`config.mk`:
```
export PLATFORM = sky130hd
export DESIGN_NAME = ncc_dist
export DESIGN_NICKNAME = d
export VERILOG_FILES = /design/src/hw/rtl/nearest_color_center_core_assert.svh /design/src/hw/rtl/ncc_pkg.sv /design/src/hw/rtl/ncc_dist.sv
export SDC_FILE = /design/constraint.sdc
export NUM_CORES = 2
export LEC_CHECK = 0
export BUFFER_PORTS_ARGS = -buffer_cell sky130_fd_sc_hd__buf_4
export CAP_MARGIN = 5
export CORE_MARGIN = 2
export CORE_UTILIZATION = 40
export CTS_CLUSTER_DIAMETER = 50
export DETAILED_ROUTE_END_ITERATION = 10
export PLACE_DENSITY = 0.61
export SYNTH_ARGS = -nofsm -noshare
export SYNTH_HDL_FRONTEND = slang
export SYNTH_SLANG_ARGS = --single-unit
```
`constraint.sdc`:
```
create_clock -name clk -period 9.6 [get_ports clk]
set_clock_uncertainty 0.1 [all_clocks]
set_input_delay 0.48 -clock clk [delete_from_list [all_inputs] [get_ports clk]]
set_output_delay 0.48 -clock clk [all_outputs]
set_load 0.01 [all_outputs]
```
`src/hw/rtl/nearest_color_center_core_assert.svh`:
```
// Assertion helpers for the top-level core; expects clk and rst in scope.
`ifndef NEAREST_COLOR_CENTER_CORE_ASSERT_SVH
`define NEAREST_COLOR_CENTER_CORE_ASSERT_SVH

// Consequent must hold in the same cycle as the antecedent.
`define NCC_ASSERT_NOW(label, ante, cons, msg) \
  label: assert property (@(posedge clk) disable iff (rst) (ante) |-> (cons)) \
    else $error(msg);

// Consequent must hold in the cycle after the antecedent.
`define NCC_ASSERT_NEXT(label, ante, cons, msg) \
  label: assert property (@(posedge clk) disable iff (rst) (ante) |=> (cons)) \
    else $error(msg);

`endif

```
`src/hw/rtl/ncc_pkg.sv`:
```
`timescale 1ns / 1ps
package ncc_pkg;

  localparam int CHAN_W          = 8;
  localparam int CENTER_W        = 24;
  localparam int SUM_W           = 18;
  localparam int ROOT_W          = 9;
  localparam int IDX_W           = 3;
  localparam int CNT_W           = 3;
  localparam int CFG_INDEX_W     = 3;
  localparam int LANES           = 8;
  localparam int MAX_CENTERS_DEF = 7;

  localparam logic [CFG_INDEX_W-1:0] REG_CENTER_COUNT = 3'd0;
  localparam logic [CFG_INDEX_W-1:0] REG_CENTER_BASE  = 3'd1;

  typedef logic [SUM_W-1:0]  sum_t;
  typedef logic [ROOT_W-1:0] root_t;
  typedef logic [IDX_W-1:0]  idx_t;

  localparam sum_t SUM_NONE = {SUM_W{1'b1}};

endpackage

```
`src/hw/rtl/ncc_dist.sv`:
```
`timescale 1ns / 1ps
module ncc_dist #(
  parameter int MAX_CENTERS = ncc_pkg::MAX_CENTERS_DEF
) (
  input  logic                                            clk,
  input  logic                                            rst,
  input  logic                                            in_valid,
  output logic                                            in_ready,
  input  logic [2:0][ncc_pkg::CHAN_W-1:0]                 pixel,
  input  logic [MAX_CENTERS-1:0][ncc_pkg::CENTER_W-1:0]   centers,
  input  logic [ncc_pkg::CNT_W-1:0]                       count_eff,
  output logic                                            out_valid,
  input  logic                                            out_ready,
  output logic [MAX_CENTERS-1:0][ncc_pkg::SUM_W-1:0]      sums
);
  import ncc_pkg::*;

  localparam int SQ_W = 2 * CHAN_W;

  logic [2:0] vld;
  logic [2:0] en;

  logic [MAX_CENTERS-1:0][2:0][CHAN_W-1:0] diff_q;
  logic [MAX_CENTERS-1:0][2:0][SQ_W-1:0]   sq_q;
  logic [MAX_CENTERS-1:0][SUM_W-1:0]       sum_q;

  always_comb begin
    en[2] = !vld[2] || out_ready;
    en[1] = !vld[1] || en[2];
    en[0] = !vld[0] || en[1];
  end

  assign in_ready  = en[0];
  assign out_valid = vld[2];
  assign sums      = sum_q;

  always_ff @(posedge clk) begin
    if (rst) begin
      vld <= '0;
    end else begin
      if (en[0]) vld[0] <= in_valid;
      if (en[1]) vld[1] <= vld[0];
      if (en[2]) vld[2] <= vld[1];
    end
  end

  always_ff @(posedge clk) begin
    for (int i = 0; i < MAX_CENTERS; i++) begin
      for (int c = 0; c < 3; c++) begin
        if (en[0]) begin
          if (pixel[c] >= centers[i][c*CHAN_W +: CHAN_W]) begin
            diff_q[i][c] <= pixel[c] - centers[i][c*CHAN_W +: CHAN_W];
          end else begin
            diff_q[i][c] <= centers[i][c*CHAN_W +: CHAN_W] - pixel[c];
          end
        end
        if (en[1]) sq_q[i][c] <= SQ_W'(diff_q[i][c]) * SQ_W'(diff_q[i][c]);
      end
      if (en[2]) begin
        if (CNT_W'(i) < count_eff) begin
          sum_q[i] <= SUM_W'(sq_q[i][0]) + SUM_W'(sq_q[i][1]) + SUM_W'(sq_q[i][2]);
        end else begin
          sum_q[i] <= SUM_NONE;
        end
      end
    end
  end

endmodule

```
# [Word-level counts from Yosys, hierarchy flattened]
# Cells that the tools add are included.
[op_classes] multipliers=21 n_mux=21 n_addsub=56 n_reduce_logical=6 magnitude_cmp=28
[ops] operator="multiplier 8 x 8 -> 16 bit" n=21
[ops] operator="subtractor 8 bit" n=42
[ops] operator=">= comparator 8 bit" n=21
[ops] operator="two-way mux 8 bit" n=21
[ops] operator="adder 17 x 16 -> 18 bit" n=7
[ops] operator="adder 16 x 16 -> 17 bit" n=7
[ops] operator="less-than comparator 3 bit, first input constant" n=3
[ops] operator="less-than comparator 1 x 3 -> 1 bit, first input constant" n=2
[ops] operator="less-than comparator 2 x 3 -> 1 bit, first input constant" n=2
[ops] operator="logical NOT 1 bit" n=3
[ops] operator="logical OR 1 bit" n=3
[totals] in_bits=199 ff_bits=633 word_cells=184

# [Logic depth before layout (Yosys ltp)]
[depth] ltp_word=4 ltp_mapped=18 mapped_depth_nobuf=17

# [Least setup slack after synthesis]
# OpenSTA, ideal clock, no wires.
[synth_timing] path_kind="input-to-reg" start="input port out_ready" end="register sq_q[0] in the netlist's numbering, enable pin" setup_slack_ps=2029 cell_stages=3 arrival_time_ps=6806 path_cell_list="nor2b_1 -> and2_1 -> inv_1"
[synth_between] elab_chain_cells=2
[synth_lines] element="from (decl)" line="ncc_dist.sv:13" source="input logic out_ready,"
[synth_lines] element="logical OR 1 bit" line="ncc_dist.sv:28" source="en[2] = !vld[2] || out_ready;"
[synth_lines] element="logical OR 1 bit" line="ncc_dist.sv:29" source="en[1] = !vld[1] || en[2];"
[synth_lines] element="named net en[1]" line="ncc_dist.sv:21" source="logic [2:0] en;"
[synth_lines] element="to (signal, indexed assignment)" line="ncc_dist.sv:57" source="if (en[1]) sq_q[i][c] <= SQ_W'(diff_q[i][c]) * SQ_W'(diff_q[i][c]);"
[synth_lines] element="to (decl)" line="ncc_dist.sv:24" source="logic [MAX_CENTERS-1:0][2:0][SQ_W-1:0] sq_q;"
# The timed path passes the listed nets, and every way through them passes these cells.
# A chain may end at the register's enable or synchronous reset.

# [Worst setup path after layout]
[layout_timing] start="register diff_q[125] in the netlist's numbering" end="register sq_q[255] in the netlist's numbering (data pin)"
[layout_between] elab_chain_cells=1
[layout_lines] element="from (decl)" line="ncc_dist.sv:23" source="logic [MAX_CENTERS-1:0][2:0][CHAN_W-1:0] diff_q;"
[layout_lines] element="from (signal, indexed assignment)" line="ncc_dist.sv:52" source="diff_q[i][c] <= pixel[c] - centers[i][c*CHAN_W +: CHAN_W];"
[layout_lines] element="from (signal, indexed assignment)" line="ncc_dist.sv:54" source="diff_q[i][c] <= centers[i][c*CHAN_W +: CHAN_W] - pixel[c];"
[layout_lines] element="multiplier 8 x 8 -> 16 bit" line="ncc_dist.sv:57"
# Every way passes these cells.

==> results.sh <==
export IMPL_outcome="finished, final reports clean"
export IMPL_vias=50329
export IMPL_setup_viol=0
export IMPL_required_ps=9940
export IMPL_grt_overflow_total=0
export IMPL_synth_cell_type_count=79
export IMPL_clockBufferDepth=3
export IMPL_synth_edf_count=609
export IMPL_postCtsSetupBuffers=0
export IMPL_die_height_um=428
export IMPL_async_flop_share=0
export IMPL_grt_setup_unrepaired="no"
export IMPL_tns_ps=0
export IMPL_wire_per_inst_um=18.4
export IMPL_holdWs_ps=80.6
export IMPL_slew_headroom=0.311
export IMPL_fp_dieW_um=428
export IMPL_tightest_slew_ps=1030
export IMPL_ys_flop_type="edfxtp_1"
export IMPL_avgSynthCellArea_sq_um=10.1
export IMPL_synth_seq_cells=612
export IMPL_setup_slack_ps=4740
export IMPL_drt_initial_drc_count=2602
export IMPL_finalHoldViolations=0
export IMPL_die_area_sq_mm=0.183
export IMPL_ant_nets=0
export IMPL_grt_use_total=0.202
export IMPL_min_path_type="input port to register"
export IMPL_critPathArrivalTime_ps=5200
export IMPL_worstSkewPairLatency_ps=720
export IMPL_rows=155
export IMPL_gp_congestion=0.904
export IMPL_end_kind="register"
export IMPL_io_pins=327
export IMPL_wirelength_um=184000
export IMPL_root_buffer="clkbuf_16"
export IMPL_drive_gt1_frac=0.0817
export IMPL_viasPerCell=5.03
export IMPL_place_area_sq_mm=0.0774
export IMPL_ys_seq_area_frac=0.255
export IMPL_grt_pass1_wl_um=289000
export IMPL_nets=9448
export IMPL_cts_tree="yes"
export IMPL_port_buffer_count=326
export IMPL_grt_pass1_vias=52082
export IMPL_coreArea_sq_mm=0.179
export IMPL_worstSetupPathType="register to register"
export IMPL_syn_inst=7125
export IMPL_fin_crit_ps=4860
export IMPL_crit_fanout=8
export IMPL_maxCapViolCount=0
export IMPL_timing_fmax_mhz=206
export IMPL_grt_max_degree=145
export IMPL_place_ws_ps=4720
export IMPL_grt_antenna_before_repair=60
export IMPL_cts_sinks=612
export IMPL_start_kind="register"
export IMPL_fin_area_sq_mm=0.0809
export IMPL_cts_buffers=101
export IMPL_cts_resized=0
export IMPL_syn_area_sq_mm=0.0720
export IMPL_firstDrtPassIters=5
export IMPL_fin_crit_sh=0.507
export IMPL_remaining_drc_errors=0
export IMPL_clkTransAtPathRegs_ps=50
export IMPL_initial_core_util=0.403
export IMPL_synthToLayoutAreaGrowth_pct=12.4
export IMPL_h_tree_depth=3
export IMPL_hpwl_um=148000
export IMPL_slew_violations=0
export IMPL_yosysWarningCount=0
-- state kept, by name (all words and copies together) (netlist names) --
name,flops
diff_q,168
sq_q,315
vld,3
sums,126
-- cells by family (layout without fill, tap and decap cells) --
logic type      Yosys count  in the layout  synth area share
flops                   612            612             0.255
simple gates           1763           1763             0.126
xor+xnor                525            525            0.0639
fa+ha+maj              1711           1711             0.368
other cells               1             63         0.0000521
compound gates         1149           1149             0.104
buf+inv                1217           1687            0.0637
mux                     147            147            0.0206
-- layer usage --
layer	vias up	global-route usage	wire, um
li1	24685	-	-
met1	24448	0.238	75400
met2	853	0.354	91800
met3	341	0.0264	6490
met4	2	0.115	10600
met5	-	0	7
-- placed cells by master, fill, tap and decap left out, types with 36 or more instances in the layout --
cell type | synthesis | layout
clkbuf_16 | 0 | 104
nand3_1 | 41 | 41
nand2b_1 | 127 | 127
mux2i_1 | 140 | 140
nor3_1 | 91 | 91
xnor2_1 | 335 | 335
buf_4 | 0 | 350
a21oi_1 | 330 | 330
a21o_1 | 138 | 138
diode_2 | 0 | 36
nor2_1 | 338 | 338
inv_1 | 1146 | 1144
edfxtp_1 | 609 | 609
nor2b_1 | 168 | 168
o21bai_1 | 61 | 61
a31oi_1 | 36 | 36
nand2_1 | 417 | 416
ha_1 | 1038 | 1038
fa_1 | 673 | 673
o21ai_0 | 259 | 259
and3_1 | 50 | 50
and2_1 | 409 | 409
o21a_1 | 71 | 71
xor2_1 | 190 | 190
-- Yosys cell counts (140+ instances only) --
cell type	n	share of area
ha_1	1038	0.18
xnor2_1	335	0.041
mux2i_1	140	0.019
and2_1	409	0.036
fa_1	673	0.19
nor2b_1	168	0.015
edfxtp_1	609	0.25
nor2_1	338	0.018
inv_1	1146	0.060
xor2_1	190	0.023
nand2_1	417	0.022
o21ai_0	259	0.018
a21oi_1	330	0.023
-- final cells by class --
class	count	area (sq um)
multi-input combinational	5322	49100
antenna	36	90.1
timing repair buffer	355	2700
tap	2355	2950
clock inverter	69	742
inverter	1146	4310
clock buffer	117	2650
fill	16807	97700
sequential	612	18300
-- metrics by stage --
| step | utilization | instances |
|---|---|---|
| 6_report | 0.453 | 10012 |
| 5_1_grt | 0.453 | 10011 |
| 2_1_floorplan | - | 7151 |
| 3_5_place_dp | 0.433 | 9787 |
| 4_1_cts | 0.453 | 9976 |
| 3_3_place_gp | 0.433 | 9787 |
-- worst max-delay path, cell delays in order (launching register included) --
cell	delay (ps)
edfxtp_1	490
inv_1	160
nor2_1	280
fa_1	490
fa_1	540
inv_1	50
fa_1	450
fa_1	490
inv_1	40
ha_1	310
o21a_1	240
a2111o_1	460
a31o_2	240
a21oi_1	160
xor2_1	80
-- path summary, 6_finish.rpt --
kind | start | to | slack [ps] | depth (start not counted)
worst min-delay path | centers[144] | diff_q[144] | 80 | 3
worst max-delay path | diff_q[125] | sq_q[255] | 4740 | 14
worst max register to register | diff_q[125] | sq_q[255] | 4740 | 14
worst min register to register | vld[0] | vld[1] | 450 | 2
-- what timing repair did --
item	in CTS	in global routing
endpoints found under the hold margin	3	0
endpoints found under the setup margin	0	0
hold buffers	3	0
Power is left out: the tool's default activity adds up to more than one toggle a clock period on the data nets, which glitch-free logic cannot reach.
