**config.mk**
```make
export PLATFORM = sky130hd
export DESIGN_NAME = ncc_sqrt
export DESIGN_NICKNAME = d
export VERILOG_FILES = /design/src/hw/rtl/nearest_color_center_core_assert.svh /design/src/hw/rtl/ncc_pkg.sv /design/src/hw/rtl/ncc_sqrt.sv
export SDC_FILE = /design/constraint.sdc
export NUM_CORES = 1
export LEC_CHECK = 0
export ABC_CLOCK_PERIOD_IN_PS = 6100
export BUFFER_PORTS_ARGS = -buffer_cell sky130_fd_sc_hd__buf_2
export CAP_MARGIN = 5
export CORE_MARGIN = 2
export CORE_UTILIZATION = 40
export DETAILED_ROUTE_END_ITERATION = 12
export MAX_ROUTING_LAYER = met4
export SYNTH_ARGS = -nofsm -noshare
export SYNTH_HDL_FRONTEND = slang
export SYNTH_SLANG_ARGS = --single-unit
```
**constraint.sdc**
```tcl
create_clock -name clk -period 6.1 [get_ports clk]
set_clock_uncertainty 0.2 [all_clocks]
set_input_delay 0.915 -clock clk [delete_from_list [all_inputs] [get_ports clk]]
set_output_delay 0.915 -clock clk [all_outputs]
set_load 0.01 [all_outputs]
```
**src/hw/rtl/nearest_color_center_core_assert.svh**
```systemverilog
// Assertion helpers for the top-level core; expects clk and rst in scope.
`ifndef NEAREST_COLOR_CENTER_CORE_ASSERT_SVH
`define NEAREST_COLOR_CENTER_CORE_ASSERT_SVH

// Consequent must hold in the same cycle as the antecedent.
`define NCC_ASSERT_NOW(label, ante, cons, msg) \
  label: assert property (@(posedge clk) disable iff (rst) (ante) |-> (cons)) \
    else $error(msg);

// Consequent must hold in the cycle after the antecedent.
`define NCC_ASSERT_NEXT(label, ante, cons, msg) \
  label: assert property (@(posedge clk) disable iff (rst) (ante) |=> (cons)) \
    else $error(msg);

`endif

```
**src/hw/rtl/ncc_pkg.sv**
```systemverilog
`timescale 1ns / 1ps
package ncc_pkg;

  localparam int CHAN_W          = 8;
  localparam int CENTER_W        = 24;
  localparam int SUM_W           = 18;
  localparam int ROOT_W          = 9;
  localparam int IDX_W           = 3;
  localparam int CNT_W           = 3;
  localparam int CFG_INDEX_W     = 3;
  localparam int LANES           = 8;
  localparam int MAX_CENTERS_DEF = 7;

  localparam logic [CFG_INDEX_W-1:0] REG_CENTER_COUNT = 3'd0;
  localparam logic [CFG_INDEX_W-1:0] REG_CENTER_BASE  = 3'd1;

  typedef logic [SUM_W-1:0]  sum_t;
  typedef logic [ROOT_W-1:0] root_t;
  typedef logic [IDX_W-1:0]  idx_t;

  localparam sum_t SUM_NONE = {SUM_W{1'b1}};

endpackage

```
**src/hw/rtl/ncc_sqrt.sv**
```systemverilog
`timescale 1ns / 1ps
module ncc_sqrt #(
  parameter int MAX_CENTERS = ncc_pkg::MAX_CENTERS_DEF
) (
  input  logic                                        clk,
  input  logic                                        rst,
  input  logic                                        in_valid,
  output logic                                        in_ready,
  input  logic [ncc_pkg::SUM_W-1:0]                   in_val,
  input  logic [MAX_CENTERS-1:0][ncc_pkg::SUM_W-1:0]  in_sums,
  output logic                                        out_valid,
  input  logic                                        out_ready,
  output logic [ncc_pkg::ROOT_W-1:0]                  root,
  output logic [MAX_CENTERS-1:0][ncc_pkg::SUM_W-1:0]  out_sums
);
  import ncc_pkg::*;

  logic [ROOT_W-1:0] vld;
  logic [ROOT_W-1:0] en;

  root_t                             root_q [ROOT_W];
  sum_t                              val_q  [ROOT_W];
  logic [MAX_CENTERS-1:0][SUM_W-1:0] sums_q [ROOT_W];

  always_comb begin
    en[ROOT_W-1] = !vld[ROOT_W-1] || out_ready;
    for (int k = ROOT_W-2; k >= 0; k--) begin
      en[k] = !vld[k] || en[k+1];
    end
  end

  assign in_ready  = en[0];
  assign out_valid = vld[ROOT_W-1];
  assign root      = root_q[ROOT_W-1];
  assign out_sums  = sums_q[ROOT_W-1];

  for (genvar k = 0; k < ROOT_W; k++) begin : g_step
    logic                              vin;
    root_t                             root_in;
    sum_t                              val_in;
    logic [MAX_CENTERS-1:0][SUM_W-1:0] sums_in;
    root_t                             trial;
    sum_t                              trial_sq;

    if (k == 0) begin : g_first
      assign vin     = in_valid;
      assign root_in = '0;
      assign val_in  = in_val;
      assign sums_in = in_sums;
    end else begin : g_next
      assign vin     = vld[k-1];
      assign root_in = root_q[k-1];
      assign val_in  = val_q[k-1];
      assign sums_in = sums_q[k-1];
    end

    assign trial    = root_in | (root_t'(1) << (ROOT_W-1-k));
    assign trial_sq = SUM_W'(trial) * SUM_W'(trial);

    always_ff @(posedge clk) begin
      if (rst) begin
        vld[k] <= 1'b0;
      end else if (en[k]) begin
        vld[k] <= vin;
      end
    end

    always_ff @(posedge clk) begin
      if (en[k]) begin
        root_q[k] <= (trial_sq <= val_in) ? trial : root_in;
        val_q[k]  <= val_in;
        sums_q[k] <= sums_in;
      end
    end
  end

endmodule

```
After elaboration in Yosys (flattened, before gate mapping):

Memories as Yosys holds them, arrays and structs flattened.
Index checks and enable logic that the tools add are counted.

* bits in latches: 0
* register bits after elaboration: 9
* output and inout port bits: 137
* memories: 3
* bits in writable memories: 1377
* ROM bits: 0

Memories
* sums_q: depth 9, bits a word 126, read ports 9, clocked after memory_dff 0, write ports 9, line ncc_sqrt.sv:23 `logic [MAX_CENTERS-1:0][SUM_W-1:0] sums_q [ROOT_W];`
* val_q: depth 9, bits a word 18, read ports 8, clocked after memory_dff 0, write ports 9, line ncc_sqrt.sv:22 `sum_t val_q [ROOT_W];`
* root_q: depth 9, bits a word 9, read ports 9, clocked after memory_dff 0, write ports 9, line ncc_sqrt.sv:21 `root_t root_q [ROOT_W];`

* divide/modulo/power cells: 0
* shifts and indexed selects: 0
* $mul: 8
* add/subtract/negate cells: 0
* mux-type cells: 27
* order comparisons: 9
* bitwise operators: 0
* reduce and logical (&&, ||, !) cells: 18
* equality and inequality tests: 0

Operators with widths (number)
* $le A18 B18 Y1: 8
* $mul A9 B9 Y18: 8
* $mux W1: 19
* $le A17 B18 Y1 const A: 1
* $logic_not A1 Y1: 9
* $logic_or A1 B1 Y1: 9
* $mux W9: 1
* $mux W8: 1
* $mux W7: 1
* $mux W6: 1
* $mux W5: 1
* $mux W4: 1
* $mux W3: 1
* $mux W2: 1

Depth between registers and ports, before layout:

* word-level depth: 12
* depth in mapped cells: 23

Worst setup path before layout:

No wires, ideal clock.

* kind: input port to flip-flop
* from: in out_ready
* to: mem root_q[1][6] (netlist bit), enable pin
* cell stages on the path: 5
* path buffers: 1
* setup slack: 0.580 ns
* setup time: 1.250 ns
* arrival: 4.070 ns
* cell sequence: and3b_2 -> and4_1 -> and2_0 -> buf_2 -> nand2_1

RTL lines
* from (decl): line ncc_sqrt.sv:12 `input logic out_ready,`
* to (decl): line ncc_sqrt.sv:21

==> results.md <==
Clocking:
- The hold buffer count at cts is 0.
- TritonCTS created approximately 130 clock buffers.
- The clock latency on the worst-skew pair is 0.73 ns.
- The number of sinks on the clock net is 1332.
- No sink is reached through more buffers than the 3 on the longest clock path.
- The number of levels the H-tree was split into is 4.
- The TritonCTS clock tree is yes.
- The root buffer cell is clkbuf_16.
- After clock tree synthesis, the clock-pin slew on the worst setup and hold paths is approximately 0.06 ns.

STA:
- The achievable frequency is 0.1730 GHz.
- The number of endpoints with negative hold slack in the final report is 0.
- The ratio of final minimum period to clock period is between 90 and 100%.
- The max-slew violation total from the final report was 0.
- The final setup violation count is 0.
- Counting I/O delays and the setup requirement, the final critical path takes between 5 and 6 ns.
- The headroom to the max-slew limit is between 30% and 40%.
- The actual slew at the worst max-slew pin is roughly 1 ns.

Synth:
- For this run, the register share of the synthesized area comes to between 80 and 90%.
- The mean cell area of the mapped netlist is a little over 20 um2.
- After technology mapping, the gate count stands at 2400.
- The adder and majority gate portion of the synthesized area is under 10%.
- The number of warning messages in the yosys log is 0.
- Summed over its instances, the top area cell type makes up between 80% and 90% of the synthesized netlist area.
- The cell type with the largest total area after synthesis is edfxtp_1.
- The cell area that synthesis handed to floorplanning was a little under 50000 um2.
- The post-synthesis compound-gate area fraction is under 10%.
- By area the synthesized netlist is led by edfxtp_1 82%, ha_1 5.4%, fa_1 3.6%, inv_1 2.0%, xnor2_1 0.96%.
- The synthesized-area fraction occupied by and/or/nand/nor cells is ~2.8%.
- The portion of netlist area occupied by mux cells is 0.08263%.
- Counting flops with a built-in enable in the synthesized netlist gives ~1300.
- In the synthesized netlist the dominant register cell turns out to be edfxtp_1.
- The combinational family with the most area after synthesis is adder cells.
- The synthesized netlist devotes 1.338% of its cell area to XOR and XNOR gates.
- The fraction of registers with async set/reset is 0%.
- The number of nets handed over by synthesis was approximately 2800.
- The number of different library cells used by synthesis comes to between 60 and 70.
- The number of synthesized register bits is approximately 1300.

Setup path:
- The worst setup path is captured at a flip-flop.
- The arrival time reported for the critical path endpoint is around 6.2 ns.
- The maximum fanout along the worst path is 9.
- The cell family with the largest share of critical-path delay is adder cells.
- The startpoint type of the worst setup path is a flip-flop.
- The slowest library cell on the worst path is fa_1.
- The data required time of the critical path is 6.48 ns.
- The largest single stage delay on the critical path is about 0.56 ns.
- Counting both buffers and inverters, the worst setup path holds a total of 2.
- The worst setup path is of the flip-flop to flip-flop kind.
- The signal on the critical path passes through and2_1 -> fa_1 -> fa_1 -> fa_1 -> inv_1 -> fa_1 -> inv_1 -> ha_1 -> and2_1 -> a2111oi_2 -> o21ai_0 -> a21oi_1 -> xnor2_1 -> ha_1 -> and4_1 -> a221o_1 -> a31oi_1 -> a31o_2.
- The most numerous cell type found on the critical path is fa_1.

Floorplan:
- The number of primary I/O pins is ~290.
- The die outline area is roughly 120000 um2.
- The starting utilization of the core area is about 40%.
- The floorplan step set the die height to 352.0 um.
- In this run the core area contains 127 standard-cell rows.
- The die is between 300 and 400 um wide.
- The core region is ~120000 um2.

Global routing:
- The number of antenna violations at the first check in global routing came to 8.
- The maximum number of pins on one net before global-route repair is 123.
- The via count of the first global-routing pass is 22626.
- Summed over all layers, the global routing overflow is 0.
- The overall routing resource usage is approximately 14%.
- The first global-routing pass estimated approximately 130000 um of wire.

Route:
- In the final routed layout, each cell accounts on average for about 18 um.
- The final wirelength is around 82000 um.
- The detail-routed via count per cell is 4.602.
- The residual DRC count is 0.
- The final antenna-violating net count is 0.
- The number of DRC violations after detailed-routing iteration 0 is between 1000 and 1500.
- The via count is 20991.
- The first-pass iteration count of the detailed router is 5.

Final layout:
- The core occupancy in the finished layout is between 40% and 50%.
- The layout overhead on the synthesized area is 16.70%.
- In the final layout, the share of cells above drive strength 1 is approximately 18%.
- The net count reported at finish is ~3300.
- The fill cell total of the finished layout is 10024.
- After the flow finishes, the layout carries non-filler instances totaling between 4000 and 5000.

Placed design:
- Port buffering added 284 buffers.
- In this run, placement finished with an instance count of around 4300.
- The final weighted congestion in routability-driven placement is around 0.80.
- After legalization and detailed placement, the total HPWL measured 54260 um.

Job:
- The number of maximum-capacitance constraint violations is 0.

Run status:
- The run finished with clean final reports.

Min path:
- The class of the tightest hold or removal check is primary input to flip-flop.
==> sequential cells by signal (all words and copies together), names as in the netlist <==
register,count
sums_q,1134
val_q,144
root_q,45
g_step.vin,8
out_valid,1
==> synth_stat cells, types with 2 or more instances <==
cell,number
nand2_1,68
nor3b_1,3
a31oi_1,5
ha_1,210
xnor2_1,53
nand4b_1,5
nand4_1,9
and4_1,4
fa_1,88
o21a_1,3
nand2b_1,13
dfxtp_1,9
edfxtp_1,1323
nand3_1,16
a21oi_1,54
o21bai_1,7
a21o_1,28
nor4_1,11
or4_1,3
and2_1,44
nor3_1,9
o211ai_1,8
xor2_1,21
or2_2,3
clkbuf_1,10
a221o_1,2
nor4bb_1,4
nor4b_1,2
o21ai_0,30
o31ai_1,2
o2111ai_1,3
mux2i_1,4
nor2b_1,8
and3_1,3
o311a_1,2
a211oi_1,5
a211o_1,2
inv_1,256
nor2_1,44
a2111oi_0,2
==> cell families (layout without fill, tap and decap cells) <==
logic type | Yosys count | after routing
flops | 1332 | 1332
simple gates | 257 | 257
other cells | 0 | 4
mux | 4 | 4
compound gates | 168 | 168
xor+xnor | 74 | 74
buf+inv | 267 | 812
fa+ha+maj | 298 | 298
==> placed cells by master (no fill, tap or decap), drive strengths merged, types with 13 or more instances in the layout <==
| master | instances |
|---|---|
| ha | 210 |
| buf | 315 |
| clkbuf | 171 |
| xor2 | 21 |
| nand2 | 68 |
| and2 | 45 |
| o21ai | 30 |
| a21o | 28 |
| a21oi | 55 |
| edfxtp | 1323 |
| nand2b | 13 |
| fa | 88 |
| inv | 262 |
| nor2 | 44 |
| clkinv | 48 |
| nand3 | 17 |
| xnor2 | 53 |
==> final cells by class <==
cell class	instances	area, um2	share of cell area [%]
sequential	1332	39910	70.58
multi-input combinational	801	7566	13.38
clock buffer	171	3566	6.306
tap	1612	2017	3.567
timing repair buffer	315	1717	3.036
inverter	256	985.9	1.744
clock inverter	70	777.0	1.374
antenna	4	10.01	0.01770
==> final timing paths <==
check                         end  slack, ns            from  cells past startpoint
hold / removal      sums_q[0][58]       0.16     in_sums[58]                      1
hold reg to reg   sums_q[0][1042]       0.20  sums_q[0][916]                      0
setup reg to reg    root_q[3][10]       0.32    root_q[3][2]                     18
setup / recovery    root_q[3][10]       0.32    root_q[3][2]                     18
==> stage by stage <==
step / worst slack, ns / setup TNS, ns / cell area [um2] / hold slack (ns)
after floorplan: 0.5800 / 0 / 48450 / 0.2003
after global placement: 0.2655 / 0 / 52160 / 0.2002
after detailed placement: 0.2769 / 0 / 52160 / 0.2045
after CTS: 0.2444 / 0 / 56500 / 0.08339
after global routing: -0.002126 / -0.002126 / 56550 / 0.1062
final: 0.3193 / 0 / 56550 / 0.1554
==> per-layer routing <==
metal  part of all wire, %  vias to the layer above  wire length [um]  GRT usage [%]
met2                    47                      551             38580          21.52
met5                     0                        -                 0              -
met3                   5.5                      155              4523          2.948
li1                      -                     9855                 -              -
met1                    44                    10430             36330          18.20
met4                   2.9                        0              2356          5.047
==> repair_timing <==
item	in CTS	in global routing
setup buffers	0	4
endpoints found under the setup margin	0	2
hold endpoints to repair	0	0
gates resized for setup	0	1
==> worst register-to-register path: stages (launching register included) <==
cell and delay [ns]:
edfxtp_1 0.53, and2_1 0.26, fa_1 0.52, fa_1 0.53
fa_1 0.56, inv_1 0.06, fa_1 0.53, inv_1 0.04
ha_1 0.34, and2_1 0.18, a2111oi_2 0.37, o21ai_0 0.15
a21oi_1 0.18, xnor2_1 0.14, ha_1 0.27, and4_1 0.21
a221o_1 0.32, a31oi_1 0.14, a31o_2 0.12
Power is left out: the tool's default activity adds up to more than one toggle a clock period on the data nets, which glitch-free logic cannot reach.
