==> config.mk <==
export PLATFORM = sky130hd
export DESIGN_NAME = ncc_select
export DESIGN_NICKNAME = d
export VERILOG_FILES = /design/src/hw/rtl/nearest_color_center_core_assert.svh /design/src/hw/rtl/ncc_pkg.sv /design/src/hw/rtl/ncc_select.sv
export SDC_FILE = /design/constraint.sdc
export NUM_CORES = 1
export LEC_CHECK = 0
export ABC_AREA = 0
export BUFFER_PORTS_ARGS = -buffer_cell sky130_fd_sc_hd__buf_2
export CAP_MARGIN = 10
export CORE_MARGIN = 1
export CORE_UTILIZATION = 35
export CTS_BUF_LIST = sky130_fd_sc_hd__clkbuf_16
export DETAILED_ROUTE_END_ITERATION = 10
export PLACE_DENSITY = 0.49
export SETUP_SLACK_MARGIN = 0.02
export SLEW_MARGIN = 30
export SYNTH_ARGS = -nofsm -noshare
export SYNTH_HDL_FRONTEND = slang
export SYNTH_SLANG_ARGS = --single-unit
==> constraint.sdc <==
create_clock -name clk -period 6.1 [get_ports clk]
set_clock_uncertainty 0.15 [all_clocks]
set_input_delay 0.305 -clock clk [delete_from_list [all_inputs] [get_ports clk]]
set_output_delay 0.305 -clock clk [all_outputs]
set_load 0.03 [all_outputs]
==> src/hw/rtl/nearest_color_center_core_assert.svh <==
// Assertion helpers for the top-level core; expects clk and rst in scope.
`ifndef NEAREST_COLOR_CENTER_CORE_ASSERT_SVH
`define NEAREST_COLOR_CENTER_CORE_ASSERT_SVH

// Consequent must hold in the same cycle as the antecedent.
`define NCC_ASSERT_NOW(label, ante, cons, msg) \
  label: assert property (@(posedge clk) disable iff (rst) (ante) |-> (cons)) \
    else $error(msg);

// Consequent must hold in the cycle after the antecedent.
`define NCC_ASSERT_NEXT(label, ante, cons, msg) \
  label: assert property (@(posedge clk) disable iff (rst) (ante) |=> (cons)) \
    else $error(msg);

`endif

==> src/hw/rtl/ncc_pkg.sv <==
`timescale 1ns / 1ps
package ncc_pkg;

  localparam int CHAN_W          = 8;
  localparam int CENTER_W        = 24;
  localparam int SUM_W           = 18;
  localparam int ROOT_W          = 9;
  localparam int IDX_W           = 3;
  localparam int CNT_W           = 3;
  localparam int CFG_INDEX_W     = 3;
  localparam int LANES           = 8;
  localparam int MAX_CENTERS_DEF = 7;

  localparam logic [CFG_INDEX_W-1:0] REG_CENTER_COUNT = 3'd0;
  localparam logic [CFG_INDEX_W-1:0] REG_CENTER_BASE  = 3'd1;

  typedef logic [SUM_W-1:0]  sum_t;
  typedef logic [ROOT_W-1:0] root_t;
  typedef logic [IDX_W-1:0]  idx_t;

  localparam sum_t SUM_NONE = {SUM_W{1'b1}};

endpackage

==> src/hw/rtl/ncc_select.sv <==
`timescale 1ns / 1ps
module ncc_select #(
  parameter int MAX_CENTERS = ncc_pkg::MAX_CENTERS_DEF
) (
  input  logic                                        clk,
  input  logic                                        rst,
  input  logic                                        in_valid,
  output logic                                        in_ready,
  input  logic [ncc_pkg::ROOT_W-1:0]                  in_root,
  input  logic [MAX_CENTERS-1:0][ncc_pkg::SUM_W-1:0]  in_sums,
  output logic                                        out_valid,
  input  logic                                        out_ready,
  output logic [ncc_pkg::IDX_W-1:0]                   index,
  output logic [ncc_pkg::ROOT_W-1:0]                  distance
);
  import ncc_pkg::*;

  localparam int THR_W = SUM_W + 1;

  logic [1:0] vld;
  logic [1:0] en;

  logic [THR_W-1:0]                  thr_q;
  root_t                             root_a_q;
  logic [MAX_CENTERS-1:0][SUM_W-1:0] sums_a_q;
  idx_t                              pick;
  idx_t                              index_q;
  root_t                             dist_q;

  always_comb begin
    en[1] = !vld[1] || out_ready;
    en[0] = !vld[0] || en[1];
  end

  assign in_ready  = en[0];
  assign out_valid = vld[1];
  assign index     = index_q;
  assign distance  = dist_q;

  // Earliest centre whose sum still floors to the minimum root.
  always_comb begin
    pick = '0;
    for (int i = MAX_CENTERS-1; i >= 0; i--) begin
      if (THR_W'(sums_a_q[i]) <= thr_q) pick = IDX_W'(i);
    end
  end

  always_ff @(posedge clk) begin
    if (rst) begin
      vld <= '0;
    end else begin
      if (en[0]) vld[0] <= in_valid;
      if (en[1]) vld[1] <= vld[0];
    end
  end

  always_ff @(posedge clk) begin
    if (en[0]) begin
      thr_q    <= THR_W'(in_root) * (THR_W'(in_root) + THR_W'(2));
      root_a_q <= in_root;
      sums_a_q <= in_sums;
    end
    if (en[1]) begin
      index_q <= pick;
      dist_q  <= root_a_q;
    end
  end

endmodule

Yosys cells after proc, flatten, opt, wreduce, memory -nomap -nowiden
Cells that the tools add are included.
W data, S select, Z words.
{ "totals": {"regBits": 168, "out_inout_bits": 14, "word_cells": 36} }
{ "classes": {"add_sub_neg": 1, "n_mul": 1, "order_cmp": 7, "mux": 6, "n_reduce_logical": 6} }
{ "ops": {"columns": ["cell", "count"], "rows": [
  ["$le A18 B19 Y1", 7],
  ["$mul A9 B10 Y19", 1],
  ["$add A9 B2 Y10 const B", 1],
  ["$mux W3", 3],
  ["$mux W2", 2],
  ["$reduce_or A4 Y1", 1],
  ["$logic_not A1 Y1", 2],
  ["$logic_or A1 B1 Y1", 2],
  ["$reduce_or A2 Y1", 1],
  ["$mux W1", 1]
]} }

Depth between registers and ports, before layout
Gate-level depths: netlist (run 1).
{ "depth": {"ltp_word": 7, "depth_mapped": 21, "ltp_nobuf": 21} }

Least setup slack after synthesis (run 1)
OpenSTA, ideal clock, no wires.
{ "synth_path": {"path_type": "input -> register", "from": "input in_root[1] (netlist name)", "to": "register thr_q[18], data pin", "setup_ps": 259, "arrival_time_ps": 5028, "t_required_ps": 5691, "slack_ps": 663, "cell_stages": 20, "path_buffers": 0, "cell_sequence": "ha_1 -> and3_1 -> and3_1 -> inv_1 -> ha_1 -> nand2b_1 -> fa_1 -> inv_1 -> fa_1 -> fa_1 -> inv_1 -> fa_1 -> inv_1 -> ha_1 -> or3_1 -> o21ai_1 -> o211ai_1 -> or4_1 -> and3_1 -> a211o_1"} }
{ "synth_via": {"elab_chain_len": 2} }
{ "synth_lines": {"columns": ["element", "line", "rtl"], "rows": [
  ["start, declared", "ncc_select.sv:9", "input logic [ncc_pkg::ROOT_W-1:0] in_root,"],
  ["$add A9 B2 Y10", "ncc_select.sv:59", "thr_q <= THR_W'(in_root) * (THR_W'(in_root) + THR_W'(2));"],
  ["$mul A9 B10 Y19 (*)", "ncc_select.sv:59", null],
  ["end signal, assigned", "ncc_select.sv:59", null],
  ["end, declared", "ncc_select.sv:23", "logic [THR_W-1:0] thr_q;"]
]} }
Every way passes the cells marked *; elsewhere a longest branch is shown, timed or not.
A chain may end at the register's enable or synchronous reset.

Final worst setup path (run 1)
{ "layout_path": {"from": "input in_root[3] (netlist name)", "to": "register thr_q[18], data pin"} }
The elaborated chain is that of the path after synthesis.

==> flow_metrics.env, run 1 <==
export IMPL_ys_types=47
export IMPL_synth_cells=880
export IMPL_critPathKind="in -> reg"
export IMPL_hp_start="in_root[5]"
export IMPL_htreeDepth=4
export IMPL_holdCritPathClass="in -> reg"
export IMPL_final_layout_size_suffix_gt1_share_pct=16.4
export IMPL_cts_tree="yes"
export IMPL_numClockSinks=167
export IMPL_grt_ovfl_total=0
export IMPL_worst_slew_pin_slew_ns=0.898
export IMPL_hold_depth=1
export IMPL_syn_area_per_cell_um2=12.4
export IMPL_ios=153
export IMPL_postCtsSetupBuffers=0
export IMPL_crit_path_max_fanout=12
export IMPL_hold_end="root_a_q[5]$_DFFE_PP_"
export IMPL_firstDrtPassIters=5
export IMPL_seq_area_frac_synth_pct=45.9
export IMPL_end_kind="register"
export IMPL_cts_buffers=17
export IMPL_share_comb_of_total_power_pct=45.6
export IMPL_intPower_uw=2900
export IMPL_outcome="complete, no violations"
export IMPL_drcViolationCount=0
export IMPL_diodes=0
export IMPL_ir_drop_mv=0.248
export IMPL_cp_arrival_ns=5.47
export IMPL_groute_usage_overall_pct=17.7
export IMPL_final_cells=1588
export IMPL_fp_dieH_um=178
export IMPL_fin_area_um2=14000
export IMPL_fp_dieW_um=178
export IMPL_coreArea_um2=30600
export IMPL_drt_iter0_drc=327
export IMPL_drt_wl_total_um=27300
export IMPL_max_clock_path_buffers=2
export IMPL_fin_nets=1549
export IMPL_p_sw_share_pct=38.0
export IMPL_grt_max_degree=83
export IMPL_seq_power_share_pct=31.5
export IMPL_cellLeakagePower_uw=0.00642
export IMPL_num_vias=7584
export IMPL_r2r_slack_ns=3.13
export IMPL_num_rows=64
export IMPL_synth_net_count=1250
export IMPL_synth_edf_count=165
export IMPL_rr_endpoint="index[1]$_SDFFCE_PP0P_"
export IMPL_grt_pass1_wl_um=41900
export IMPL_critical_path_startpoint="in_root[3]"
export IMPL_io_buffers=152
export IMPL_rsz0062_at_grt="no"
export IMPL_switchingPower_uw=1780
export IMPL_antenna_found_initial=0
export IMPL_reg2reg_depth=9
export IMPL_start_util_pct=35.6
export IMPL_synth_seq_cells=167
export IMPL_max_freq_ghz=0.184
export IMPL_p_per_area_nw_per_um2=333
export IMPL_clockPowerShare_pct=22.9
export IMPL_die_area_um2=31800
export IMPL_maxSlewHeadroom_pct=38.6
export IMPL_gp_congestion=0.832
export IMPL_finalHoldViolCount=0
export IMPL_vias_per_cell=4.78
export IMPL_placed_cells=1428
export IMPL_clk_latency_ns=0.44
export IMPL_post_route_period_util_pct=89.2
export IMPL_finalWorstSetupSlack_ns=0.661
export IMPL_worst_setup_path_start_kind="input pin"
export IMPL_detail_route_antenna_nets=0
export IMPL_cp_required_ns=6.13
export IMPL_cts_root_buffer="clkbuf_16"
export IMPL_syn_area_um2=10900
export IMPL_layout_min_cycle_time_ns=5.44
export IMPL_grt_pass1_vias=7867
export IMPL_r2r_start="thr_q[6]$_DFFE_PP_"
export IMPL_slew_violations=0
export IMPL_routedWlPerCell_um=17.2
export IMPL_async_flop_share_pct=0
export IMPL_post_dp_hpwl_um=19900
export IMPL_synth_ff_type="edfxtp_1"
export IMPL_placedInstanceArea_um2=12200
export IMPL_yosys_warnings=0
export IMPL_fin_setup_tns_ns=0
export IMPL_dp_worst_setup_slack_ns=0.225
export IMPL_drv_cap=0
export IMPL_path_clk_slew_ns=0.07
export IMPL_setup_viol=0
export IMPL_area_growth_pct=29.1
==> critical path: stages <==
cell      delay, ns
buf_2          0.22
and3_1         0.21
and3_1         0.21
inv_1          0.06
ha_1           0.37
nand2b_1       0.20
fa_1           0.48
inv_1          0.05
fa_1           0.46
fa_1           0.54
inv_1          0.05
fa_1           0.52
inv_1          0.05
ha_1           0.24
or3_1          0.40
o21ai_1        0.15
o211ai_1       0.14
or4_1          0.43
and3_1         0.16
a211o_1        0.22
==> sequential cells by signal, summed over array words and instances (netlist names) <==
signal and flops:
root_a_q 8, thr_q 19, index 3, distance 9
sums_a_q 126, vld 2
==> kinds of logic after synthesis <==
kind of cell / count (synthesis) / share of synthesized area [%]
simple gates: 214 / 11.0
fa+ha+maj: 231 / 30.3
flops: 167 / 45.9
buf+inv: 119 / 4.10
xor+xnor: 12 / 0.966
compound gates: 137 / 7.76
==> per-layer routing <==
layer / vias to the layer above / track usage, % / wire length, um
met2: 151 / 31.0 / 13700
met1: 3640 / 22.4 / 12200
li1: 3775 / - / -
met3: 18 / 2.98 / 950
met5: - / 0 / 0
met4: 0 / 4.84 / 441
==> what timing repair did <==
action | in CTS | in global routing
gates resized for setup | 0 | 0
hold buffers | 128 | 0
hold endpoints to repair | 128 | 0
endpoints found under the setup margin | 0 | 0
==> Yosys cell counts (3+ instances only) <==
master | n | share of area, %
a2111oi_0 | 3 | 0.24
a211oi_1 | 4 | 0.28
a21o_1 | 19 | 1.3
a21oi_1 | 51 | 2.3
a31oi_1 | 4 | 0.23
and2_1 | 9 | 0.52
and3_1 | 8 | 0.46
clkbuf_1 | 5 | 0.17
edfxtp_1 | 165 | 46
fa_1 | 54 | 9.9
ha_1 | 177 | 20
inv_1 | 114 | 3.9
nand2_1 | 26 | 0.90
nand2b_1 | 25 | 1.4
nand3_1 | 19 | 0.87
nand4_1 | 22 | 1.3
nand4b_1 | 4 | 0.32
nor2_1 | 33 | 1.1
nor2b_1 | 44 | 2.5
nor3_1 | 8 | 0.37
o21a_1 | 10 | 0.69
o21ai_0 | 24 | 1.1
o22ai_1 | 3 | 0.17
o31a_1 | 3 | 0.24
or4_1 | 3 | 0.21
xnor2_1 | 9 | 0.72
xor2_1 | 3 | 0.24
==> stage by stage <==
step | total power (uW) | hold WS, ns | utilization [%]
3_5_place_dp | 3570 | 0.257 | 39.8
6_report | 4680 | 0.0909 | 45.9
3_3_place_gp | 3540 | 0.251 | 39.8
4_1_cts | 4740 | 0.0683 | 45.9
5_1_grt | 5120 | 0.0726 | 45.9
2_1_floorplan | 3020 | 0.227 | -
==> how the worst max path moves through the flow <==
stage | cells past startpoint | slack, ns | end
2_1_floorplan | 20 | 0.66 | thr_q[18]$_DFFE_PP_
3_3_place_gp | 21 | 0.27 | thr_q[18]$_DFFE_PP_
3_5_place_dp | 20 | 0.22 | thr_q[18]$_DFFE_PP_
4_1_cts | 20 | 0.67 | thr_q[18]$_DFFE_PP_
5_1_grt | 21 | 0.41 | thr_q[18]$_DFFE_PP_
6_report | 20 | 0.66 | thr_q[18]$_DFFE_PP_
==> cell usage in the layout, fill, tap and decap left out, drive strengths merged, types with 3 or more instances in the layout <==
| master | instances |
|---|---|
| clkinv | 7 |
| clkbuf | 17 |
| nor3 | 8 |
| xnor2 | 9 |
| nand4b | 4 |
| nand3 | 19 |
| nand2b | 25 |
| o22ai | 3 |
| o31a | 3 |
| o21a | 10 |
| xor2 | 3 |
| fa | 54 |
| or4 | 3 |
| ha | 177 |
| o21ai | 25 |
| a211oi | 4 |
| and3 | 8 |
| a21o | 19 |
| inv | 120 |
| nand2 | 26 |
| nand4 | 22 |
| a21oi | 51 |
| edfxtp | 165 |
| and2 | 9 |
| a31oi | 4 |
| nor2b | 45 |
| buf | 157 |
| a2111oi | 3 |
| dlygate4sd3 | 128 |
| nor2 | 33 |
==> area by class of cell <==
cell class                      instances  area [um^2]
Multi-Input combinational cell        594         5460
Inverter                              114          428
Clock inverter                         15          155
Fill cell                            2836        16500
Timing Repair Buffer                  285         2090
Tap cell                              396          495
Sequential cell                       167         4990
Clock buffer                           17          425
==> power by group through the flow <==
| stage | sequential (uW) | combinational (uW) | clock, uW |
|---|---|---|---|
| after floorplan | 1520 | 1510 | 0 |
| after global placement | 1500 | 2040 | 0 |
| after detailed placement | 1500 | 2070 | 0 |
| after CTS | 1470 | 2160 | 1110 |
| after global routing | 1490 | 2480 | 1150 |
| final | 1470 | 2130 | 1070 |
No activity file was read; power rests on OpenSTA's default activity.
==> run 2: changes to the inputs <==
Settings changed: CELL_PAD_IN_SITES_DETAIL_PLACEMENT set to 0, CELL_PAD_IN_SITES_GLOBAL_PLACEMENT set to 1, PLACE_DENSITY 0.49 to 0.59.
==> flow_metrics.env, run 2 (synthesis results as in run 1) <==
export IMPL_outcome="complete, no violations"
export IMPL_grt_ovfl_total=0
export IMPL_ir_drop_mv=0.236
export IMPL_detail_route_antenna_nets=0
export IMPL_gp_congestion=0.793
export IMPL_clk_latency_ns=0.45
export IMPL_holdCritPathClass="in -> reg"
export IMPL_fin_setup_tns_ns=0
export IMPL_fillCellCount=2824
export IMPL_worst_setup_path_start_kind="input pin"
export IMPL_firstDrtPassIters=4
export IMPL_layout_commonest_cell="ha_1"
export IMPL_io_buffers=152
export IMPL_rsz0062_at_grt="no"
export IMPL_num_vias=7550
export IMPL_worst_slew_pin_slew_ns=0.865
export IMPL_ios=153
export IMPL_cp_required_ns=6.14
export IMPL_cts_resized=0
export IMPL_regArea_um2=4990
export IMPL_maxSlewHeadroom_pct=42.3
export IMPL_cts_buffers=17
export IMPL_multi_input_area_um2=5450
export IMPL_post_dp_hpwl_um=20200
export IMPL_slew_violations=0
export IMPL_groute_usage_overall_pct=17.8
export IMPL_drv_cap=0
export IMPL_grt_pass1_wl_um=41500
export IMPL_end_kind="register"
export IMPL_cts_tree="yes"
export IMPL_routedWlPerCell_um=17.2
export IMPL_vias_per_cell=4.74
export IMPL_mostFrequentLayoutCells="ha_1, edfxtp_1, buf_2"
export IMPL_largest_reg_flops=126
export IMPL_postCtsSetupBuffers=0
export IMPL_max_freq_ghz=0.185
export IMPL_cellLeakagePower_uw=0.00645
export IMPL_grt_pass1_vias=7839
export IMPL_finalHoldViolCount=0
export IMPL_start_util_pct=35.6
export IMPL_cp_arrival_ns=5.46
export IMPL_fp_dieW_um=178
export IMPL_grt_max_degree=70
export IMPL_path_clk_slew_ns=0.07
export IMPL_num_rows=64
export IMPL_cts_root_buffer="clkbuf_16"
export IMPL_setup_viol=0
export IMPL_critPathKind="in -> reg"
export IMPL_final_layout_size_suffix_gt1_share_pct=16.5
export IMPL_coreArea_um2=30600
export IMPL_crit_path_max_fanout=8
export IMPL_antenna_found_initial=0
export IMPL_hold_buffers=128
export IMPL_post_route_period_util_pct=88.8
export IMPL_die_area_um2=31800
export IMPL_drt_wl_total_um=27400
export IMPL_p_per_area_nw_per_um2=332
export IMPL_numClockSinks=167
export IMPL_fp_dieH_um=178
export IMPL_htreeDepth=4
export IMPL_layout_min_cycle_time_ns=5.42
export IMPL_area_growth_pct=29.1
export IMPL_top_register="sums_a_q"
export IMPL_fin_nets=1553
export IMPL_drcViolationCount=0
export IMPL_diodes=0
export IMPL_max_clock_path_buffers=2
export IMPL_drt_iter0_drc=275
export IMPL_final_util_pct=45.9
-- run 2: cell types whose count changed in the layout (fill, tap and decap cells not counted), sizes merged --
cell	change
buf	+4
clkinv	+3
clkinvlp	-2
inv	-2
bufinv	+1
-- run 2: power breakdown --
part / leakage (uW) / switching (uW) / total [uW] / internal (uW)
registers: 0.00176 / 36.7 / 1480 / 1440
logic: 0.00440 / 1200 / 2110 / 915
clock network: 0.000285 / 500 / 1070 / 573
-- run 2: worst paths after layout --
path                         start                     end  slack, ns  cells after the start
max                     in_root[1]     thr_q[18]$_DFFE_PP_       0.68                     22
min                     in_root[3]   root_a_q[3]$_DFFE_PP_       0.03                      1
max reg2reg     thr_q[6]$_DFFE_PP_  index[1]$_SDFFCE_PP0P_       3.30                      9
min reg2reg  root_a_q[8]$_DFFE_PP_   distance[8]$_DFFE_PP_       0.27                      0
-- run 2: final cells by class --
cell class                 count  area share [%]
clock buffer                  17            3.03
clock inverter                15            1.07
inverter                     114            3.05
multi-input combinational    594            38.8
sequential                   167            35.5
tap                          396            3.53
timing repair buffer         289            15.0
-- run 2: metrics by stage --
step / worst slack [ns] / cells / hold slack (ns) / total power, uW / area [um^2]
after floorplan: 0.663 / 880 / 0.227 / 3020 / 10900
after global placement: 0.254 / 1432 / 0.252 / 3550 / 12200
after detailed placement: 0.196 / 1432 / 0.256 / 3570 / 12200
after CTS: 0.671 / 1592 / 0.00450 / 4740 / 14100
after global routing: 0.431 / 1592 / 0.00718 / 5090 / 14100
final: 0.681 / 1592 / 0.0295 / 4660 / 14100
-- run 2: metal layers --
metal	up-vias	part of all wire [%]	GRT usage, %
li1	3774	-	-
met1	3610	44	21.5
met2	139	51	31.8
met3	27	3.7	3.13
met4	0	1.6	5.51
met5	-	0	0
-- run 2: worst max-delay path, stage by stage --
cell	delay (ns)
buf_2	0.10
ha_1	0.16
and3_1	0.17
and3_1	0.20
inv_1	0.05
ha_1	0.37
nand2b_1	0.20
fa_1	0.49
inv_1	0.05
fa_1	0.49
inv_1	0.05
fa_1	0.46
fa_1	0.54
inv_1	0.04
ha_1	0.33
o21a_1	0.19
o31a_1	0.14
o21ai_1	0.17
o211ai_1	0.14
or4_1	0.43
and3_1	0.16
a211o_1	0.22
==> run 3: changes to the inputs <==
Settings changed: MAX_ROUTING_LAYER set to met4.
==> flow_metrics.env, run 3 (synthesis results as in run 1) <==
export IMPL_grt_pass1_wl_um=41500
export IMPL_setup_viol=0
export IMPL_share_comb_of_total_power_pct=45.4
export IMPL_cts_buffers=17
export IMPL_critPathMaxStageDelay_ns=0.54
export IMPL_coreArea_um2=30600
export IMPL_clk_latency_ns=0.44
export IMPL_final_layout_size_suffix_gt1_share_pct=16.5
export IMPL_critPathKind="in -> reg"
export IMPL_antenna_found_initial=0
export IMPL_outcome="complete, no violations"
export IMPL_end_kind="register"
export IMPL_ios=153
export IMPL_hold_ws_ns=0.0250
export IMPL_drcViolationCount=0
export IMPL_maxSlewHeadroom_pct=41.5
export IMPL_layout_commonest_cell="ha_1"
export IMPL_routedWlPerCell_um=17.3
export IMPL_vias_per_cell=4.74
export IMPL_p_sw_share_pct=37.3
export IMPL_fp_dieH_um=178
export IMPL_start_util_pct=35.6
export IMPL_cp_required_ns=6.14
export IMPL_cts_root_buffer="clkbuf_16"
export IMPL_ir_drop_mv=0.234
export IMPL_detail_route_antenna_nets=0
export IMPL_top_register="sums_a_q"
export IMPL_finalHoldViolCount=0
export IMPL_worst_slew_pin_slew_ns=0.878
export IMPL_num_vias=7543
export IMPL_post_dp_hpwl_um=20200
export IMPL_diodes=0
export IMPL_slew_violations=0
export IMPL_gp_congestion=0.804
export IMPL_cts_resized=0
export IMPL_worstPathCellList="buf_2 > ha_1 > and3_1 > and3_1 > inv_1 > ha_1 > nand2b_1 > fa_1 > inv_1 > fa_1 > inv_1 > fa_1 > fa_1 > inv_1 > ha_1 > o21a_1 > o31a_1 > o21ai_1 > o211ai_1 > or4_1 > and3_1 > a211o_1"
export IMPL_firstDrtPassIters=4
export IMPL_die_area_um2=31800
export IMPL_grt_max_degree=70
export IMPL_drt_wl_total_um=27500
export IMPL_switchingPower_uw=1740
export IMPL_max_clock_path_buffers=2
export IMPL_rsz0062_at_grt="no"
export IMPL_path_clk_slew_ns=0.07
export IMPL_crit_path_max_fanout=8
export IMPL_mostFrequentLayoutCells="ha_1, edfxtp_1, buf_2"
export IMPL_holdCritPathClass="in -> reg"
export IMPL_fp_dieW_um=178
export IMPL_cpLargestDelayFamily="adder cells"
export IMPL_seq_power_share_pct=31.6
export IMPL_worst_setup_path_start_kind="input pin"
export IMPL_post_route_period_util_pct=88.9
export IMPL_groute_usage_overall_pct=18.3
export IMPL_crit_buf_inv=5
export IMPL_placed_cells=1432
export IMPL_area_growth_pct=29.1
export IMPL_num_rows=64
export IMPL_cellLeakagePower_uw=0.00645
export IMPL_cpMaxStageDelayCell="fa_1"
export IMPL_final_cells=1592
export IMPL_layout_min_cycle_time_ns=5.42
export IMPL_drt_iter0_drc=303
export IMPL_grt_pass1_vias=7824
export IMPL_drv_cap=0
export IMPL_io_buffers=152
export IMPL_fin_setup_tns_ns=0
export IMPL_cts_tree="yes"
export IMPL_fin_nets=1553
export IMPL_cp_arrival_ns=5.46
export IMPL_htreeDepth=4
export IMPL_p_per_area_nw_per_um2=332
export IMPL_grt_ovfl_total=0
export IMPL_largest_reg_flops=126
export IMPL_intPower_uw=2930
export IMPL_max_freq_ghz=0.184
export IMPL_numClockSinks=167
export IMPL_clockPowerShare_pct=23.0
run 3: final cells by class:
| class | instances | area [um^2] |
|---|---|---|
| fill | 2824 | 16500 |
| multi-input combinational | 594 | 5450 |
| sequential | 167 | 4990 |
| timing repair buffer | 289 | 2110 |
| tap | 396 | 495 |
| inverter | 114 | 428 |
| clock buffer | 17 | 425 |
| clock inverter | 15 | 150 |
run 3: per-stage QoR:
step                setup slack (ns)  total power, uW  util [%]  area [um^2]
finish                         0.677             4670      45.9        14100
global route                   0.429             5090      45.9        14100
CTS                            0.671             4740      45.9        14100
detailed placement             0.196             3570      39.9        12200
global placement               0.254             3550      39.9        12200
floorplan                      0.663             3020         -        10900
run 3: worst register-to-register path: cells and delay by family (launching register included):
kind / cells / cell delay [ns]
buf+inv: 1 / 0.33
compound gates: 4 / 1.02
fa+ha+maj: 1 / 0.32
flops: 1 / 0.36
simple gates: 3 / 0.37
run 3: power by group through the flow:
stage / Sequential, uW / Clock, uW / Combinational, uW
2_1_floorplan: 1520 / 0 / 1510
3_3_place_gp: 1500 / 0 / 2050
3_5_place_dp: 1500 / 0 / 2070
4_1_cts: 1480 / 1110 / 2150
5_1_grt: 1490 / 1150 / 2450
6_report: 1480 / 1070 / 2120
run 3: final timing paths:
kind / end / depth (start not counted) / slack, ns / from
max reg2reg: index[1]$_SDFFCE_PP0P_ / 9 / 3.30 / thr_q[8]$_DFFE_PP_
min reg2reg: distance[8]$_DFFE_PP_ / 0 / 0.27 / root_a_q[8]$_DFFE_PP_
max: thr_q[18]$_DFFE_PP_ / 22 / 0.68 / in_root[1]
min: root_a_q[3]$_DFFE_PP_ / 1 / 0.03 / in_root[3]
run 3: repair_timing:
item | CTS | global route
hold buffers | 128 | 0
endpoints found under the hold margin | 128 | 0
setup buffers | 0 | 0
run 3: metal layers:
layer  share of wire (%)  track usage (%)  routed length, um  up-vias
met5                   0                -                  0        -
met2                  50             31.7              13900      134
met3                 3.4             2.94                945       29
met1                  44             21.6              12200     3608
li1                    -                -                  -     3772
met4                 1.7             5.72                462        0
